### src/sv/lpfp_pkg.sv
// Shared types and constants for the length-prefixed frame parser.
`default_nettype none

package lpfp_pkg;

  localparam int unsigned BYTE_W     = 8;
  localparam int unsigned LEN_W      = 32;
  localparam int unsigned OUT_USER_W = 10;

  localparam logic [LEN_W-1:0] MAX_LEN_RESET = 32'd1048576;

  // One parsed result, as handed from the parse core to the output register.
  typedef struct packed {
    logic              frame_error;
    logic              last_of_frame;
    logic              has_byte;
    logic [BYTE_W-1:0] payload_byte;
    logic [BYTE_W-1:0] frame_kind;
  } result_t;

endpackage

`default_nettype wire

### src/sv/length_prefixed_frame_parser.sv
// Top level of the length-prefixed frame parser: ports, config, output register.
//
//   channel  dir  signals                               contents (low bit up)
//   in_      in   in_tvalid/in_tready/in_tdata[7:0]      rx_byte
//   out_     out  out_tvalid/out_tready/out_tdata[7:0]   payload_byte
//                 out_tuser[9:0], out_tlast              kind, has_byte, error; last
//   cfg_     in   cfg_wr_en/cfg_wr_data[31:0]            max_frame_length
//
// One byte per cycle: each request is parsed in the cycle it is taken and
// its result (if any) lands in the output register on the same edge.
// Throughput is set by the output register alone; in_tready drops only
// while a result waits and out_tready is low.
// Reset (rst_n low, synchronous) clears parse state, the sticky error and
// the output valid, and sets the maximum length to 1048576.
// After a bad length, requests are still taken but give no result.
`default_nettype none

module length_prefixed_frame_parser (
  input  wire logic                                 clk,
  input  wire logic                                 rst_n,
  // in_tdata: [7:0] rx_byte
  input  wire logic                                 in_tvalid,
  output logic                                      in_tready,
  input  wire logic [lpfp_pkg::BYTE_W-1:0]          in_tdata,
  // out_tdata: [7:0] payload_byte
  output logic                                      out_tvalid,
  input  wire logic                                 out_tready,
  output logic [lpfp_pkg::BYTE_W-1:0]               out_tdata,
  // out_tuser: [7:0] frame_kind, [8] has_byte, [9] frame_error
  output logic [lpfp_pkg::OUT_USER_W-1:0]           out_tuser,
  output logic                                      out_tlast,
  input  wire logic                                 cfg_wr_en,
  input  wire logic [lpfp_pkg::LEN_W-1:0]           cfg_wr_data
);
  import lpfp_pkg::*;

  logic [LEN_W-1:0] max_len_r;
  logic             out_valid_r;
  result_t          out_res_r;
  logic             step;
  logic             res_valid;
  result_t          res;

  // a request is taken whenever the output register is free or emptying
  assign in_tready = !out_valid_r || out_tready;
  assign step      = in_tvalid && in_tready;

  always_ff @(posedge clk) begin
    if (!rst_n) begin
      max_len_r <= MAX_LEN_RESET;
    end else if (cfg_wr_en) begin
      max_len_r <= cfg_wr_data;
    end
  end

  lpfp_core u_core (
    .clk       (clk),
    .rst_n     (rst_n),
    .step      (step),
    .rx_byte   (in_tdata),
    .max_len   (max_len_r),
    .res_valid (res_valid),
    .res       (res)
  );

  // output register; payload needs no reset
  always_ff @(posedge clk) begin
    if (!rst_n) begin
      out_valid_r <= 1'b0;
    end else if (step) begin
      out_valid_r <= res_valid;
    end else if (out_tready) begin
      out_valid_r <= 1'b0;
    end
  end

  always_ff @(posedge clk) begin
    if (step && res_valid) begin
      out_res_r <= res;
    end
  end

  assign out_tvalid = out_valid_r;
  assign out_tdata  = out_res_r.payload_byte;
  assign out_tuser  = {out_res_r.frame_error, out_res_r.has_byte, out_res_r.frame_kind};
  assign out_tlast  = out_res_r.last_of_frame;

endmodule

`default_nettype wire

### src/sv/lpfp_core.sv
// Parse state machine: length field, kind byte, payload count, sticky error.
`default_nettype none

module lpfp_core (
  input  wire logic                      clk,
  input  wire logic                      rst_n,
  input  wire logic                      step,
  input  wire logic [lpfp_pkg::BYTE_W-1:0] rx_byte,
  input  wire logic [lpfp_pkg::LEN_W-1:0]  max_len,
  output logic                           res_valid,
  output lpfp_pkg::result_t              res
);
  import lpfp_pkg::*;

  typedef enum logic [2:0] {
    PH_LEN0    = 3'd0,
    PH_LEN1    = 3'd1,
    PH_LEN2    = 3'd2,
    PH_LEN3    = 3'd3,
    PH_KIND    = 3'd4,
    PH_PAYLOAD = 3'd5,
    PH_ERROR   = 3'd6
  } phase_t;

  localparam int unsigned ACC_W = LEN_W - BYTE_W;

  phase_t              phase_r, phase_nxt;
  logic [ACC_W-1:0]    acc_r, acc_nxt;
  logic [LEN_W-1:0]    rem_r, rem_nxt;
  logic [BYTE_W-1:0]   kind_r, kind_nxt;
  logic [LEN_W-1:0]    full_len;

  assign full_len = {rx_byte, acc_r};

  always_comb begin
    phase_nxt = phase_r;
    acc_nxt   = acc_r;
    rem_nxt   = rem_r;
    kind_nxt  = kind_r;
    res_valid = 1'b0;
    res       = '0;
    case (phase_r)
      PH_LEN1: begin
        acc_nxt[2*BYTE_W-1:BYTE_W] = rx_byte;
        phase_nxt = PH_LEN2;
      end
      PH_LEN2: begin
        acc_nxt[3*BYTE_W-1:2*BYTE_W] = rx_byte;
        phase_nxt = PH_LEN3;
      end
      PH_LEN3: begin
        acc_nxt = '0;
        if (full_len == '0 || full_len > max_len) begin
          // bad length: one error result, then silent until reset
          phase_nxt       = PH_ERROR;
          rem_nxt         = '0;
          res_valid       = 1'b1;
          res.frame_error = 1'b1;
        end else begin
          rem_nxt   = full_len - LEN_W'(1);
          phase_nxt = PH_KIND;
        end
      end
      PH_KIND: begin
        kind_nxt = rx_byte;
        if (rem_r == '0) begin
          // empty payload: a single marked result with no byte
          phase_nxt         = PH_LEN0;
          res_valid         = 1'b1;
          res.frame_kind    = rx_byte;
          res.last_of_frame = 1'b1;
        end else begin
          phase_nxt = PH_PAYLOAD;
        end
      end
      PH_PAYLOAD: begin
        rem_nxt           = (rem_r == '0) ? '0 : rem_r - LEN_W'(1);
        res_valid         = 1'b1;
        res.frame_kind    = kind_r;
        res.payload_byte  = rx_byte;
        res.has_byte      = 1'b1;
        res.last_of_frame = (rem_r <= LEN_W'(1));
        if (rem_r <= LEN_W'(1)) begin
          phase_nxt = PH_LEN0;
        end
      end
      PH_ERROR: begin
        // sticky: bytes are taken and dropped
      end
      default: begin
        // first length byte; unused codes behave the same
        acc_nxt   = {{(ACC_W-BYTE_W){1'b0}}, rx_byte};
        phase_nxt = PH_LEN1;
      end
    endcase
  end

  always_ff @(posedge clk) begin
    if (!rst_n) begin
      phase_r <= PH_LEN0;
      acc_r   <= '0;
      rem_r   <= '0;
      kind_r  <= '0;
    end else if (step) begin
      phase_r <= phase_nxt;
      acc_r   <= acc_nxt;
      rem_r   <= rem_nxt;
      kind_r  <= kind_nxt;
    end
  end

endmodule

`default_nettype wire

### config.mk
export PLATFORM = sky130hd
export DESIGN_NAME = length_prefixed_frame_parser
export DESIGN_NICKNAME = d
export VERILOG_FILES = /design/src/sv/lpfp_pkg.sv /design/src/sv/length_prefixed_frame_parser.sv /design/src/sv/lpfp_core.sv
export SDC_FILE = /design/constraint.sdc
export NUM_CORES = 1
export LEC_CHECK = 0
export BUFFER_PORTS_ARGS = -buffer_cell sky130_fd_sc_hd__buf_2
export CORE_AREA = 4 4 113 115
export CTS_BUF_LIST = sky130_fd_sc_hd__clkbuf_2 sky130_fd_sc_hd__clkbuf_4 sky130_fd_sc_hd__clkbuf_8
export DETAILED_ROUTE_END_ITERATION = 16
export DIE_AREA = 0 0 117 119
export PLACE_DENSITY_LB_ADDON = 0.05
export SLEW_MARGIN = 0
export SYNTH_ARGS = -nofsm -noshare
export SYNTH_HDL_FRONTEND = slang
export SYNTH_HIERARCHICAL = 1
export SYNTH_SLANG_ARGS = --single-unit
### constraint.sdc
create_clock -name clk -period 5.5 [get_ports clk]
set_clock_uncertainty 0.2 [all_clocks]
set_input_delay 1.1 -clock clk [delete_from_list [all_inputs] [get_ports clk]]
set_output_delay 1.1 -clock clk [all_outputs]
set_load 0.02 [all_outputs]
==> reports/qor.yml, run 1 <==
power:
  pwr-share-clk_pct: 39.8
  intPower_mw: 1.56
  p_seq_share_pct: 43.2
  power-per-cell-area_nw_per_um2: 283
  switching_share_pct: 27.6
  p_leak_nw: 3.14
  power_switching_mw: 0.597
  vdd_drop_max_uv: 207
  combPwrFrac_pct: 17.0
worst_setup_path:
  path_max_fanout: 19
  critical_path.top_delay_family: "simple AND/OR/NAND/NOR gates"
  cp_data_arrival_time_ps: 3790
  cp-end-kind: "flop"
  max_stage_delay_ps: 550
  worst-path-buf-inv: 3
  cp-start-kind: "flop"
  cp_slowest_cell: "or4b_1"
  crit_required_ps: 5440
  critical_path_class: "reg2reg"
  crit_path_cell_trace: "inv_1, ha_1, or4b_1, or4_4, or3_1, nor3_4, inv_2, and2_1, o21ai_1, nand2_1, nor2b_1, buf_4"
drt:
  drc: 0
  ant_nets: 0
  drt_wl_total_microns: 18100
  first_pass_iters: 6
  viasPerCell: 6.15
  drt_iter0_markers: 759
  wire_per_inst_microns: 17.8
  num_vias: 6268
synthesis:
  yosysSeqAreaShare_pct: 37.4
  synthSimpleGateAreaFrac_pct: 24.9
  synthAdderAreaFrac_pct: 6.36
  ys_types: 64
  syn_area_per_cell_sq_um: 8.44
  synth_top_area_share_pct: 29.1
  yosysTopAreaCell: "dfxtp_1"
  synth_nets: 896
  synthMuxAreaShare_pct: 5.96
  synth-edff-count: 19
  yosys_most_used_dff: "dfxtp_1"
  synth-async-reset-ratio_pct: 0
  synth_compound_area_share_pct: 15.5
  synth.area.top_cells: "dfxtp_1, edfxtp_1, ha_1"
  synth_top_family_by_area: "simple AND/OR/NAND/NOR gates"
  ys_ff_latch: 119
  syn_inst: 816
  syn-cell-area_sq_um: 6880
  synth_xor_xnor_area_share_pct: 4.20
  synth_warnings: 6
place:
  io_buffer_count: 65
  place_congestion: 0.897
  dpl_cell_area_sq_um: 7210
  post-place-ws_ps: 1470
  dp_hpwl_microns: 13200
final_layout:
  antennaDiodeCount: 0
  layout.nets: 940
  fillCellCount: 1030
  utilization_pct: 64.7
  syn_to_final_growth_pct: 11.1
  layout-drive-gt1-share_pct: 14.1
  design_area_sq_um: 7650
cts:
  clock_latency_ps: 460
  post_cts_resized: 0
  cts_tree: "built"
  clkSinkCount: 119
  holdBufCountCts: 0
  numCtsBuffers: 17
  cts-htree-levels: 4
  cts.path.max_buffers: 2
  ctsRootBufferMaster: "clkbuf_8"
  post_cts_buffers: 0
  clkTransAtPathRegs_ps: 70
floorplan:
  initial_core_util_pct: 58.3
  dieWidth_microns: 117
  ios: 66
  num_rows: 40
  core_sq_um: 11800
  die_h_microns: 119
  die_area_sq_um: 13900
sta:
  post-route-period-util_pct: 70.1
  worst_pin_slew_ps: 958
  fmaxAchievable_mhz: 259
  hold_slack_ps: 279
  finalSetupViolations: 0
  timing.final.hold_violations: 0
  setup_slack_ps: 1650
  rsz0062_at_grt: "no"
  post-route-min-period_ps: 3850
  slew_violations: 0
  finalSetupTns_ps: 0
  slew_headroom_pct: 35.6
hold_path:
  hp-class: "reg2reg"
grt:
  grt_use_total_pct: 27.0
  antenna_found_initial: 0
  grt_max_degree: 54
  grt_overflow: 0
  grt_pass1_wl_microns: 30000
  grt_pass1_vias: 6037
run_status:
  status: "finished, final reports clean"
job:
  cap_violations: 0
==> cell usage in the layout, fill, tap and decap left out, types with 6 or more instances in the layout <==
cell type and n:
buf_2 65, xor2_1 21, buf_4 8, and3_1 12
ha_1 35, inv_1 38, nand4_1 14, nand3_1 47
a22o_1 9, nor2b_1 35, dfxtp_1 100, o22ai_1 7
or3_1 7, or4_1 9, nor2_1 59, nor4_1 17
a31oi_1 11, or2_2 6, a21oi_1 62, edfxtp_1 19
nand2b_1 8, o21ai_0 47, xnor2_1 12, nor3_1 26
nand2_1 58, a22oi_1 6, mux2i_1 41, clkbuf_8 21
==> cell usage after synthesis, types with 2 or more instances <==
master and n:
a211oi_1 4, a21o_1 4, a21oi_1 62, a221oi_1 2, a22o_1 9, a22oi_1 6, a31oi_1 11, a32oi_1 2
and2_1 4, and3_1 12, buf_12 3, buf_2 2, buf_6 2, clkbuf_1 39, dfxtp_1 100, edfxtp_1 19
ha_1 35, inv_1 38, mux2i_1 41, nand2_1 58, nand2b_1 8, nand3_1 47, nand3b_1 4, nand4_1 14
nor2_1 59, nor2b_1 35, nor3_1 26, nor3_2 2, nor3b_1 4, nor4_1 17, nor4b_1 2, o211ai_1 4
o21ai_0 47, o21ai_1 3, o22ai_1 7, o31a_1 2, o31ai_1 3, or2_2 6, or3_1 7, or4_1 9
or4_4 3, xnor2_1 12, xor2_1 21
==> worst register-to-register path, stage by stage, from the launching register on <==
cell	delay, ps
dfxtp_1	330
inv_1	120
ha_1	210
or4b_1	550
or4_4	490
or3_1	450
nor3_4	230
inv_2	130
and2_1	210
o21ai_1	130
nand2_1	80
nor2b_1	140
buf_4	270
==> cell families (layout without fill, tap and decap cells) <==
group | count (synthesis) | count (layout)
AOI/OAI and AO/OA | 177 | 177
and+or+nand+nor | 323 | 323
xor gates and xnor gates | 33 | 33
muxes | 41 | 41
adders and majority gates | 35 | 35
DFF | 119 | 119
buffers and inverters | 88 | 145
==> metrics by stage <==
stage          total power [mW]  cells
6_report                   2.16   1020
5_1_grt                    2.26   1020
4_1_cts                    2.17   1020
3_5_place_dp               1.31    988
3_3_place_gp               1.30    988
2_1_floorplan              1.22    816
==> registers in the layout, indices dropped and copies added, names as in the netlist <==
name	cells
u_core/kind_r	8
u_core/acc_r	24
out_tlast	1
u_core/rem_r	32
out_tuser	10
max_len_r	32
out_tdata	8
out_tvalid	1
u_core/phase_r	3
==> path summary, 6_finish.rpt <==
check | startpoint | endpoint | slack, ps | cells past startpoint
worst max-delay path | u_core/acc_r[0] | out_tdata[7] | 1650 | 12
worst min-delay path | max_len_r[20] | max_len_r[20] | 280 | 2
worst max register to register | u_core/acc_r[0] | out_tdata[7] | 1650 | 12
worst min register to register | max_len_r[20] | max_len_r[20] | 280 | 2
==> power by group through the flow <==
stage | clock, mW | sequential [mW] | combinational, mW
6_report | 0.860 | 0.934 | 0.367
5_1_grt | 0.913 | 0.937 | 0.409
4_1_cts | 0.876 | 0.933 | 0.361
3_5_place_dp | 0 | 0.953 | 0.360
3_3_place_gp | 0 | 0.951 | 0.349
2_1_floorplan | 0 | 0.944 | 0.277
==> layout make-up <==
cell class                 instances  area, sq um  area share, %
sequential                       119         2570           33.6
inverter                          40          150           1.96
clock inverter                     7          116           1.52
clock buffer                      25          319           4.17
timing repair buffer              73          385           5.04
multi-input combinational        609         3920           51.3
tap                              147          184           2.41
==> per-layer routing <==
layer	track usage, %	share of wire [%]	vias to the layer above
met4	10.3	2.6	0
met3	6.25	7.6	39
met5	0	0	-
met2	43.2	47	261
li1	-	-	3031
met1	35.1	43	2937
No activity file was read; power rests on OpenSTA's default activity.
==> run 2: changes to the inputs <==
ABC_AREA = 1   (was unset)
CORE_AREA = 4 4 115 117   (was 4 4 113 115)
DIE_AREA = 0 0 119 121   (was 0 0 117 119)
clock period = 3.9 ns   (was 5.5 ns; I/O delays follow)
==> reports/qor.yml, run 2 <==
drt:
  drt_wl_total_microns: 18500  # +1.9%
  num_vias: 6758  # +7.8%
  first_pass_iters: 5  # -1
  ant_nets: 0  # unchanged
  viasPerCell: 5.33  # -13%
  wire_per_inst_microns: 14.6  # -18%
  drt_iter0_markers: 642  # -15%
  drc: 0  # unchanged
cts:
  ctsRootBufferMaster: "clkbuf_8"
  post_cts_buffers: 0  # unchanged
  clock_latency_ps: 450  # about the same
  clkTransAtPathRegs_ps: 70  # about the same
  clkSinkCount: 119  # unchanged
  post_cts_resized: 0  # unchanged
  numCtsBuffers: 17  # unchanged
  cts_tree: "built"
  cts.path.max_buffers: 2  # unchanged
  cts-htree-levels: 4  # unchanged
  holdBufCountCts: 0  # unchanged
hold_path:
  hp-class: "reg2reg"
run_status:
  status: "finished, final reports clean"
sta:
  finalSetupViolations: 0  # unchanged
  rsz0062_at_grt: "no"
  finalSetupTns_ps: 0  # unchanged
  slew_violations: 0  # unchanged
  timing.final.hold_violations: 0  # unchanged
  hold_slack_ps: 257  # -21.3 ps
  fmaxAchievable_mhz: 338  # +30%
  slew_headroom_pct: 43.2  # +7.6 points
  worst_pin_slew_ps: 846  # -112 ps
  post-route-min-period_ps: 2960  # -897 ps
  post-route-period-util_pct: 75.8  # +5.7 points
  setup_slack_ps: 944  # -703 ps
final_layout:
  layout.nets: 1163  # +24%
  syn_to_final_growth_pct: 10.7
  ff_latch_area_sq_um: 2570  # unchanged
  final_cell_mix: "nor2_1, nand2_1, inv_1"
  layout-drive-gt1-share_pct: 12.3  # -1.8 points
  top_regs: "max_len_r x32, u_core/rem_r x32, u_core/acc_r x24"
  fillCellCount: 1140  # +11%
  layout_commonest_cell: "nor2_1"
  antennaDiodeCount: 0  # unchanged
  design_area_sq_um: 7900  # +3.3%
  multi_input_area_sq_um: 3810  # -2.7%
grt:
  antenna_found_initial: 0  # unchanged
  grt_overflow: 0  # unchanged
  grt_use_total_pct: 26.2  # -0.79 points
  grt_pass1_wl_microns: 30100  # +0.48%
  grt_max_degree: 53  # -1.9%
  grt_pass1_vias: 6087  # +0.83%
place:
  place_congestion: 1.00  # +12%
  dpl_cell_area_sq_um: 7520  # +4.4%
  post-place-ws_ps: 683  # -784 ps
  dp_hpwl_microns: 13700  # +4.1%
  io_buffer_count: 65  # unchanged
synthesis:
  syn-cell-area_sq_um: 7130  # +3.6%
  yosysSeqAreaShare_pct: 36.1  # -1.3 points
  ys_ff_latch: 119  # unchanged
  ys_types: 40  # -38%
  ys_top_cells_by_count: "nor2_1, nand2_1, inv_1"
  yosysMostFrequentCell: "nor2_1"
  syn_inst: 1033  # +27%
  synth_nets: 1113  # +24%
  synth_top_area_share_pct: 28.1  # -1.0 points
  yosysTopAreaCell: "dfxtp_1"
  syn_area_per_cell_sq_um: 6.90  # -18%
  yosys_most_used_dff: "dfxtp_1"
  synth-edff-count: 19  # unchanged
  synth.area.top_cells: "dfxtp_1, nor2_1, nand2_1"
  synth-async-reset-ratio_pct: 0  # unchanged
  synth_warnings: 6  # unchanged
floorplan:
  ios: 66  # unchanged
  num_rows: 41  # +2.5%
  initial_core_util_pct: 57.7  # -0.60 points
  die_h_microns: 121  # +1.7%
  dieWidth_microns: 119  # +1.7%
  core_sq_um: 12400  # +4.7%
  die_area_sq_um: 14400  # +3.4%
worst_setup_path:
  crit_required_ps: 3830  # -1610 ps
  critPathLaunch: "u_core/acc_r[0]"
  cp-start-kind: "flop"
  cp_data_arrival_time_ps: 2890  # -900 ps
  timing.rr.start: "u_core/acc_r[0]"
  critical_path_class: "reg2reg"
  r2r_end: "out_tuser[7]"
  path_max_fanout: 19  # unchanged
  cp-end-kind: "flop"
  r2r_slack_ps: 940  # -700 ps
  r2r.worst_path.cells: 15  # +3
  endpoint: "out_tuser[7]"
power:
  p_leak_nw: 3.80  # +21%
  vdd_drop_max_uv: 279  # +35%
  power-per-cell-area_nw_per_um2: 394  # +39%
job:
  cap_violations: 0  # unchanged
-- run 2: cell types whose count changed in the layout (fill, tap and decap cells not counted), moves of 14 or more --
cell	delta
inv_1	+100
mux2i_1	-41
nor4_1	-14
nand2_1	+99
nor3_1	-14
nor2b_1	-35
nor2_1	+119
o21ai_0	+37
a21oi_1	+31
-- run 2: metal layers --
metal,up-vias,global-route usage [%],share of wire (%)
met1,3005,36.7,47
met4,0,9.56,2.2
met3,33,6.48,7.4
li1,3470,-,-
met2,250,39.3,43
met5,-,0,0
-- run 2: logic make-up after synthesis --
group | after synthesis | synth area share (%)
AO/OA/AOI/OAI | 228 | 17.6
XOR/XNOR | 33 | 4.05
adder cells (fa/ha/maj) | 35 | 6.14
buffers and inverters | 187 | 10.5
flip-flops | 119 | 36.1
AND/OR/NAND/NOR | 431 | 25.6
-- run 2: worst max-delay path: stages (launching register included) --
cell and delay (ps):
dfxtp_1 300, inv_1 150, ha_1 230, nand3_2 110
nor2_2 120, nand2_1 120, nor2_2 180, nand2_1 140
nor2_2 140, nand4_1 80, nand2_1 160, nand2_1 130
nand2_1 80, inv_1 50, nor3_2 160, buf_4 280
-- run 2: worst min path at each step --
stage / from / end / slack, ps / cells past startpoint
6_report: u_core/kind_r[0] / u_core/kind_r[0] / 260 / 2
5_1_grt: u_core/kind_r[0] / u_core/kind_r[0] / 270 / 2
4_1_cts: u_core/kind_r[0] / u_core/kind_r[0] / 260 / 2
3_5_place_dp: u_core/kind_r[0] / u_core/kind_r[0] / 250 / 2
3_3_place_gp: u_core/kind_r[0] / u_core/kind_r[0] / 240 / 2
2_1_floorplan: max_len_r[20] / max_len_r[20] / 230 / 2
-- run 2: area by class of cell --
type	instances	share of cell area (%)
Tap cell	172	2.72
Clock buffer	24	3.79
Inverter	147	6.99
Sequential cell	119	32.6
Multi-Input combinational cell	727	48.3
Timing Repair Buffer	71	4.69
Clock inverter	8	0.935
-- run 2: stage by stage --
stage	util [%]	instances	total power [mW]
after floorplan	-	1033	1.88
after global placement	60.9	1236	2.05
after detailed placement	60.9	1236	2.06
after CTS	63.9	1268	3.12
after global routing	63.9	1268	3.29
final	63.9	1268	3.11
-- run 2: where the power goes --
part	switching [mW]	internal (mW)	leakage [nW]
logic	0.458	0.234	2.61
registers	0.0514	1.30	0.995
clock network	0.499	0.568	0.194
